`src/sv/gms_pkg.sv`:
```
// ----------------------------------------------------------------------------
// gms_pkg: shared definitions for the grid maze set merge unit
// Field widths, function codes and configuration register indexes.
// ----------------------------------------------------------------------------
package gms_pkg;

    localparam int CFG_W  = 6;   // width of the grid_width and grid_height registers
    localparam int FUNC_W = 2;
    localparam int WALL_W = 10;  // width of wall_index

    localparam int S_TDATA_W = 16;
    localparam int M_TDATA_W = 8;

    // Function codes carried on s_tuser.
    localparam logic [FUNC_W-1:0] FUNC_RESTART = 2'd0;
    localparam logic [FUNC_W-1:0] FUNC_VWALL   = 2'd1;
    localparam logic [FUNC_W-1:0] FUNC_HWALL   = 2'd2;
    localparam logic [FUNC_W-1:0] FUNC_UNUSED  = 2'd3;

    // Configuration register indexes.
    localparam logic REG_GRID_WIDTH  = 1'b0;
    localparam logic REG_GRID_HEIGHT = 1'b1;

endpackage

```
`src/sv/gms_divider.sv`:
```
// ----------------------------------------------------------------------------
// gms_divider: restoring divider for wall index decode
// Splits a wall index into row and column, one quotient bit per cycle.
// ----------------------------------------------------------------------------
module gms_divider
    import gms_pkg::*;
#(
    parameter int DIV_W = 6
) (
    input  logic              aclk,
    input  logic              aresetn,
    input  logic              start,
    input  logic [WALL_W-1:0] dividend,
    input  logic [DIV_W-1:0]  divisor,
    output logic              done,
    output logic [WALL_W-1:0] quotient,
    output logic [DIV_W-1:0]  remainder
);

    localparam int CNT_W = $clog2(WALL_W + 1);

    logic              busy_reg, busy_next;
    logic              done_reg, done_next;
    logic [CNT_W-1:0]  cnt_reg, cnt_next;
    logic [WALL_W-1:0] dvd_reg, dvd_next;
    logic [DIV_W-1:0]  rem_reg, rem_next;
    logic [DIV_W-1:0]  dvs_reg, dvs_next;
    logic [DIV_W:0]    trial;
    logic [DIV_W:0]    diff;

    // One subtract and compare per cycle; quotient bits shift in behind the dividend.
    assign trial = {rem_reg, dvd_reg[WALL_W-1]};
    assign diff  = trial - {1'b0, dvs_reg};

    always_comb begin
        busy_next = busy_reg;
        done_next = 1'b0;
        cnt_next  = cnt_reg;
        dvd_next  = dvd_reg;
        rem_next  = rem_reg;
        dvs_next  = dvs_reg;
        if (start) begin
            busy_next = 1'b1;
            cnt_next  = '0;
            dvd_next  = dividend;
            rem_next  = '0;
            dvs_next  = divisor;
        end else if (busy_reg) begin
            if (trial >= {1'b0, dvs_reg}) begin
                rem_next = diff[DIV_W-1:0];
                dvd_next = {dvd_reg[WALL_W-2:0], 1'b1};
            end else begin
                rem_next = trial[DIV_W-1:0];
                dvd_next = {dvd_reg[WALL_W-2:0], 1'b0};
            end
            cnt_next = cnt_reg + 1'b1;
            if (cnt_reg == CNT_W'(WALL_W - 1)) begin
                busy_next = 1'b0;
                done_next = 1'b1;
            end
        end
    end

    always_ff @(posedge aclk) begin
        if (!aresetn) begin
            busy_reg <= 1'b0;
            done_reg <= 1'b0;
            cnt_reg  <= '0;
        end else begin
            busy_reg <= busy_next;
            done_reg <= done_next;
            cnt_reg  <= cnt_next;
        end
        dvd_reg <= dvd_next;
        rem_reg <= rem_next;
        dvs_reg <= dvs_next;
    end

    assign done      = done_reg;
    assign quotient  = dvd_reg;
    assign remainder = rem_reg;

endmodule

```
`config.mk`:
```
export PLATFORM = sky130hd
export DESIGN_NAME = gms_divider
export DESIGN_NICKNAME = d
export VERILOG_FILES = /design/src/sv/gms_pkg.sv /design/src/sv/gms_divider.sv
export SDC_FILE = /design/constraint.sdc
export NUM_CORES = 1
export LEC_CHECK = 0
export BUFFER_PORTS_ARGS = -buffer_cell sky130_fd_sc_hd__buf_4
export CAP_MARGIN = 20
export CORE_ASPECT_RATIO = 1.5
export CORE_MARGIN = 3
export CORE_UTILIZATION = 52
export CTS_CLUSTER_SIZE = 8
export DETAILED_ROUTE_END_ITERATION = 10
export MAX_ROUTING_LAYER = met4
export PLACE_DENSITY_LB_ADDON = 0.25
export SLEW_MARGIN = 15
export SYNTH_ARGS = -nofsm -noshare
export SYNTH_HDL_FRONTEND = slang
export SYNTH_SLANG_ARGS = --single-unit
```
`constraint.sdc`:
```
create_clock -name aclk -period 2.35 [get_ports aclk]
set_input_delay 0.235 -clock aclk [delete_from_list [all_inputs] [get_ports aclk]]
set_output_delay 0.235 -clock aclk [all_outputs]
set_load 0.02 [all_outputs]
```
# After elaboration in Yosys (flattened, before gate mapping)
# Index checks and enable logic that the tools add are counted.
[op_classes]
mux = 8
eq_ne = 1
reduce_logical = 3
n_div = 0
magnitude_cmp = 1
bitwise = 2
n_addsub = 2
n_shift = 0
multipliers = 0
[op_table]
columns = ["op", "n"]
rows = [
  ["10-bit two-way mux", 2],
  ["7-bit by 6-bit greater-or-equal comparator with 1-bit output", 1],
  ["6-bit two-way mux", 1],
  ["6-bit subtractor", 1],
  ["1-bit two-way mux", 5],
  ["4-bit by 1-bit adder with 4-bit output, second input constant", 1],
  ["4-bit == test, second input constant", 1],
  ["3-bit OR reduction", 1],
  ["1-bit inverter", 2],
  ["2-bit nonzero test", 1],
  ["2-bit OR reduction", 1],
]
[totals]
elab_cells = 23
latch_bits = 0
n_memories = 0
reg_bits = 28
mem_bits_rw = 0
romBits = 0

# Longest topological paths before layout
[logic_depth]
depth_word = 4
depth_mapped = 8
depth_no_buf = 8

# Least setup slack after synthesis
# No wires, ideal clock.
[synth_timing]
path_kind = "reg-to-reg"
from = "reg rem_reg[3], in the netlist remainder[3]"
to = "reg dvd_reg[0], in the netlist quotient[0] (data pin)"
setup_slack_ns = 0.294
stages_incl_launch_ff = 7
required_ns = 2.090
arrival_time_ns = 1.797
synth_period_minus_slack_ns = 2.056
path_cell_list = "dfxtp_1 ha_1 a21o_1 a211o_1 a41o_1 buf_6 mux2_2"
[synth_via]
elab_chain_cells = 4
[synth_lines]
columns = ["item", "line_no", "text"]
rows = [
  ["start, declared", "gms_divider.sv:26", "logic [DIV_W-1:0] rem_reg, rem_next;"],
  ["start signal, assigned", "gms_divider.sv:75", "rem_reg <= rem_next;"],
  ["7-bit by 6-bit greater-or-equal comparator with 1-bit output", "gms_divider.sv:49", "if (trial >= {1'b0, dvs_reg}) begin"],
  ["1-bit two-way mux", "gms_divider.sv:49", ""],
  ["10-bit two-way mux", "gms_divider.sv:48", "end else if (busy_reg) begin"],
  ["10-bit two-way mux", "gms_divider.sv:42", "if (start) begin"],
  ["via dvd_next[0]", "gms_divider.sv:25", "logic [WALL_W-1:0] dvd_reg, dvd_next;"],
  ["end signal, assigned", "gms_divider.sv:74", "dvd_reg <= dvd_next;"],
  ["end, declared", "gms_divider.sv:25", ""],
]
# The timed path passes the listed nets, and every way through them passes these cells. The select of a mux whose other input is x is not followed.
# A chain may end at the register's enable or synchronous reset.

# Worst setup path after layout
[layout_timing]
from = "reg dvs_reg[4]"
to = "reg dvd_reg[0], in the netlist quotient[0] (data pin)"
[layout_via]
elab_chain_cells = 4
[layout_lines]
columns = ["item", "line_no", "text"]
rows = [
  ["start, declared", "gms_divider.sv:27", "logic [DIV_W-1:0] dvs_reg, dvs_next;"],
  ["start signal, assigned", "gms_divider.sv:76", "dvs_reg <= dvs_next;"],
  ["7-bit by 6-bit greater-or-equal comparator with 1-bit output", "gms_divider.sv:49", ""],
  ["1-bit two-way mux", "gms_divider.sv:49", ""],
  ["10-bit two-way mux", "gms_divider.sv:48", ""],
  ["10-bit two-way mux", "gms_divider.sv:42", ""],
  ["via dvd_next[0]", "gms_divider.sv:25", ""],
]
# The timed path passes the listed nets, and every way through them passes these cells. The select of a mux whose other input is x is not followed.

==> impl_metrics.prom <==
# TYPE chip_impl_metric gauge
chip_impl_info{name="outcome",value="complete, no violations"} 1
chip_impl_metric{name="clk_pin_slew_worst_paths",unit="ns"} 0.15
chip_impl_metric{name="slew_headroom",unit=""} 0.722
chip_impl_metric{name="synth-edff-count",unit=""} 16
chip_impl_info{name="largest_family_of_logic_cells_by_synthesized_area",value="multiplexers"} 1
chip_impl_info{name="start_to_end_type_of_the_worst_setup_path",value="reg2reg"} 1
chip_impl_metric{name="routability_congestion_estimate_from_global_placement",unit=""} 0.814
chip_impl_info{name="critPathLaunchType",value="flip-flop"} 1
chip_impl_metric{name="route.detailed.wl_per_inst",unit="um"} 13.5
chip_impl_info{name="netlist_top_cells_area",value="sky130_fd_sc_hd__edfxtp_1 (33%), sky130_fd_sc_hd__dfxtp_1 (17%), sky130_fd_sc_hd__mux2_2 (8.6%)"} 1
chip_impl_metric{name="syn-instance-count",unit=""} 128
chip_impl_metric{name="postSynthAreaPerCell",unit="um2"} 11.2
chip_impl_metric{name="grt_start_max_net_pins",unit=""} 26
chip_impl_metric{name="top_cell_type_s_share_of_synthesized_area",unit=""} 0.335
chip_impl_info{name="grt_setup_unrepaired",value="false"} 1
chip_impl_metric{name="fp.dieW",unit="um"} 48.9
chip_impl_metric{name="post_synth_mux_area_share",unit=""} 0.114
chip_impl_metric{name="clock-skew-final",unit="ns"} 0.0176
chip_impl_metric{name="max_slew.worst_pin.slew",unit="ns"} 0.416
chip_impl_metric{name="globalRouteTotalUtil",unit=""} 0.173
chip_impl_metric{name="worst-endpoint-required",unit="ns"} 2.46
chip_impl_metric{name="fmaxAchievable",unit="MHz"} 480
chip_impl_metric{name="post-cts-setup-buffer-count",unit=""} 0
chip_impl_metric{name="boundaryPins",unit=""} 36
chip_impl_metric{name="dp_worst_setup_slack",unit="ns"} 0.289
chip_impl_metric{name="path_max_fanout",unit=""} 9
chip_impl_metric{name="async_set_or_reset_register_ratio_after_synthesis",unit=""} 0
chip_impl_metric{name="synthSimpleGateAreaFrac",unit=""} 0.104
chip_impl_metric{name="cts_num_sinks",unit=""} 28
chip_impl_metric{name="ctsHoldBuffers",unit=""} 0
chip_impl_metric{name="total_power",unit="mW"} 1.12
chip_impl_metric{name="placement_rows",unit=""} 22
chip_impl_metric{name="initial_core_util",unit=""} 0.567
chip_impl_metric{name="drt-initial-drc-count",unit=""} 33
chip_impl_metric{name="irDropWorstVdd",unit="V"} 0.000469
chip_impl_info{name="netlist_top_cells_count",value="sky130_fd_sc_hd__edfxtp_1 (16), sky130_fd_sc_hd__nor2_1 (13), sky130_fd_sc_hd__dfxtp_1 (12), sky130_fd_sc_hd__inv_1 (12), sky130_fd_sc_hd__mux2_2 (11)"} 1
chip_impl_metric{name="met1Wirelength",unit="um"} 1060
chip_impl_metric{name="grt_first_pass_wirelength",unit="um"} 4590
chip_impl_metric{name="design.die.area",unit="mm2"} 0.00344
chip_impl_metric{name="reg2reg_setup_slack",unit="ns"} 0.27
chip_impl_metric{name="detail_route.first_pass.iterations",unit=""} 4
chip_impl_info{name="hold_path.class",value="in2reg"} 1
chip_impl_metric{name="wl",unit="um"} 2690
chip_impl_metric{name="drc",unit=""} 0
chip_impl_metric{name="area.growth.synth_to_final",unit="%"} 22.0
chip_impl_metric{name="setup-violations-final",unit=""} 0
chip_impl_metric{name="detail_placement_hpwl",unit="um"} 2130
chip_impl_metric{name="core_area",unit="mm2"} 0.00253
chip_impl_metric{name="yosys.cell_types.count",unit=""} 33
chip_impl_metric{name="place.port_buffers",unit=""} 35
chip_impl_metric{name="fp.dieH",unit="um"} 70.3
chip_impl_metric{name="route.detailed.vias_per_inst",unit=""} 5.27
chip_impl_info{name="cp_endpoint_kind",value="flip-flop"} 1
chip_impl_metric{name="clkLatencyLatePin",unit="ns"} 0.33
chip_impl_metric{name="whs",unit="ns"} 0.0638
chip_impl_info{name="netlist.top_cell.by_area",value="sky130_fd_sc_hd__edfxtp_1"} 1
chip_impl_metric{name="min_period",unit="ns"} 2.08
chip_impl_metric{name="cts_buffers",unit=""} 3
chip_impl_metric{name="yosys_warnings",unit=""} 0
chip_impl_metric{name="htreeDepth",unit=""} 1
chip_impl_metric{name="ant_nets",unit=""} 0
chip_impl_metric{name="finalHoldViolCount",unit=""} 0
chip_impl_metric{name="first_global_vias",unit=""} 1072
chip_impl_metric{name="synth_seq_cells",unit=""} 28
chip_impl_metric{name="synth_compound_area_frac",unit=""} 0.101
chip_impl_metric{name="antenna_fix_cells",unit=""} 0
chip_impl_info{name="tritoncts",value="done"} 1
chip_impl_metric{name="tns",unit="ns"} 0
chip_impl_metric{name="grt_remaining_overflow",unit=""} 0
chip_impl_info{name="primary_flip_flop_cell_chosen_by_synthesis_mapping",value="sky130_fd_sc_hd__edfxtp_1"} 1
chip_impl_metric{name="cts-root-to-sink-buffers",unit=""} 2
chip_impl_metric{name="finalCritPeriodShare",unit=""} 0.887
chip_impl_metric{name="max_transition_viols_final",unit=""} 0
chip_impl_metric{name="post-route-worst-setup-slack",unit="ns"} 0.265
chip_impl_metric{name="synthAdderAreaFrac",unit=""} 0.0924
chip_impl_metric{name="syn_area",unit="mm2"} 0.00144
chip_impl_metric{name="arrival",unit="ns"} 2.19
chip_impl_metric{name="largest_register_ff_count",unit=""} 10
chip_impl_info{name="cts-root-buf",value="sky130_fd_sc_hd__clkbuf_4"} 1
chip_impl_info{name="top_layer",value="met4"} 1
chip_impl_info{name="yosysMostFrequentCell",value="sky130_fd_sc_hd__edfxtp_1"} 1
chip_impl_metric{name="layout.nets",unit=""} 193
chip_impl_metric{name="leakage",unit="nW"} 0.757
chip_impl_metric{name="synth_xor_xnor_area_share",unit=""} 0.0366
chip_impl_metric{name="drv_cap",unit=""} 0
chip_impl_metric{name="postCtsResizedCells",unit=""} 0
chip_impl_metric{name="yosysSeqAreaShare",unit=""} 0.502
chip_impl_metric{name="synth_nets",unit=""} 157
chip_impl_metric{name="vias",unit=""} 1049
chip_impl_metric{name="dr_wl_met3",unit="um"} 98
chip_impl_metric{name="power.density",unit="mW/mm2"} 640
chip_impl_metric{name="antenna_found_initial",unit=""} 0
chip_impl_metric{name="met2RoutedLength",unit="um"} 1500
chip_impl_metric{name="post_route_cells_drive_above_1_share",unit=""} 0.313
-- where the power goes --
group / internal (mW) / total (mW) / switching [mW]
Combinational: 0.154 / 0.323 / 0.169
Clock: 0.0666 / 0.202 / 0.136
Sequential: 0.567 / 0.596 / 0.0294
-- routing by layer --
layer,up-vias,GRT usage
met4,0,0.0475
met5,-,-
li1,524,-
met3,4,0.0213
met2,31,0.328
met1,490,0.185
-- per-stage QoR --
stage | cells | instance area, um2 | utilization
global route | 199 | 1750 | 0.691
floorplan | 128 | 1440 | -
CTS | 199 | 1750 | 0.691
detailed placement | 195 | 1720 | 0.681
finish | 199 | 1750 | 0.691
global placement | 195 | 1720 | 0.681
-- critical path, stage by stage, from the launching register on --
cell and delay (ns):
sky130_fd_sc_hd__edfxtp_1 0.36, sky130_fd_sc_hd__inv_1 0.04, sky130_fd_sc_hd__ha_1 0.34, sky130_fd_sc_hd__a21o_1 0.18, sky130_fd_sc_hd__a211o_1 0.29, sky130_fd_sc_hd__a41o_1 0.34, sky130_fd_sc_hd__mux2_2 0.31
-- final timing paths --
check        cells past startpoint     endpoint        from
min reg2reg                      2   cnt_reg[1]  cnt_reg[1]
max                              6  quotient[0]  dvs_reg[4]
min                              1   dvs_reg[3]  divisor[3]
max reg2reg                      6  quotient[0]  dvs_reg[4]
-- cells in the final DEF (no fill, tap or decap), types with 5 or more instances in the layout --
master	count
sky130_fd_sc_hd__nand2_1	5
sky130_fd_sc_hd__a21oi_1	5
sky130_fd_sc_hd__buf_4	36
sky130_fd_sc_hd__nor2_1	13
sky130_fd_sc_hd__inv_1	12
sky130_fd_sc_hd__dfxtp_1	12
sky130_fd_sc_hd__ha_1	9
sky130_fd_sc_hd__mux2_2	11
sky130_fd_sc_hd__edfxtp_1	16
-- layout make-up --
cell class | count | area (um2)
fillers | 220 | 782
inverters | 12 | 45.0
flip-flops and latches | 28 | 721
clock buffers | 4 | 26.3
multi-input cells | 83 | 643
repair buffers | 36 | 270
well taps | 36 | 45.0
-- cell families after synthesis --
group	after synthesis
xor+xnor	6
flops	28
simple gates	31
buf+inv	17
compound gates	21
mux	15
fa+ha+maj	10
Note: power is estimated with default switching activity, not from simulation.
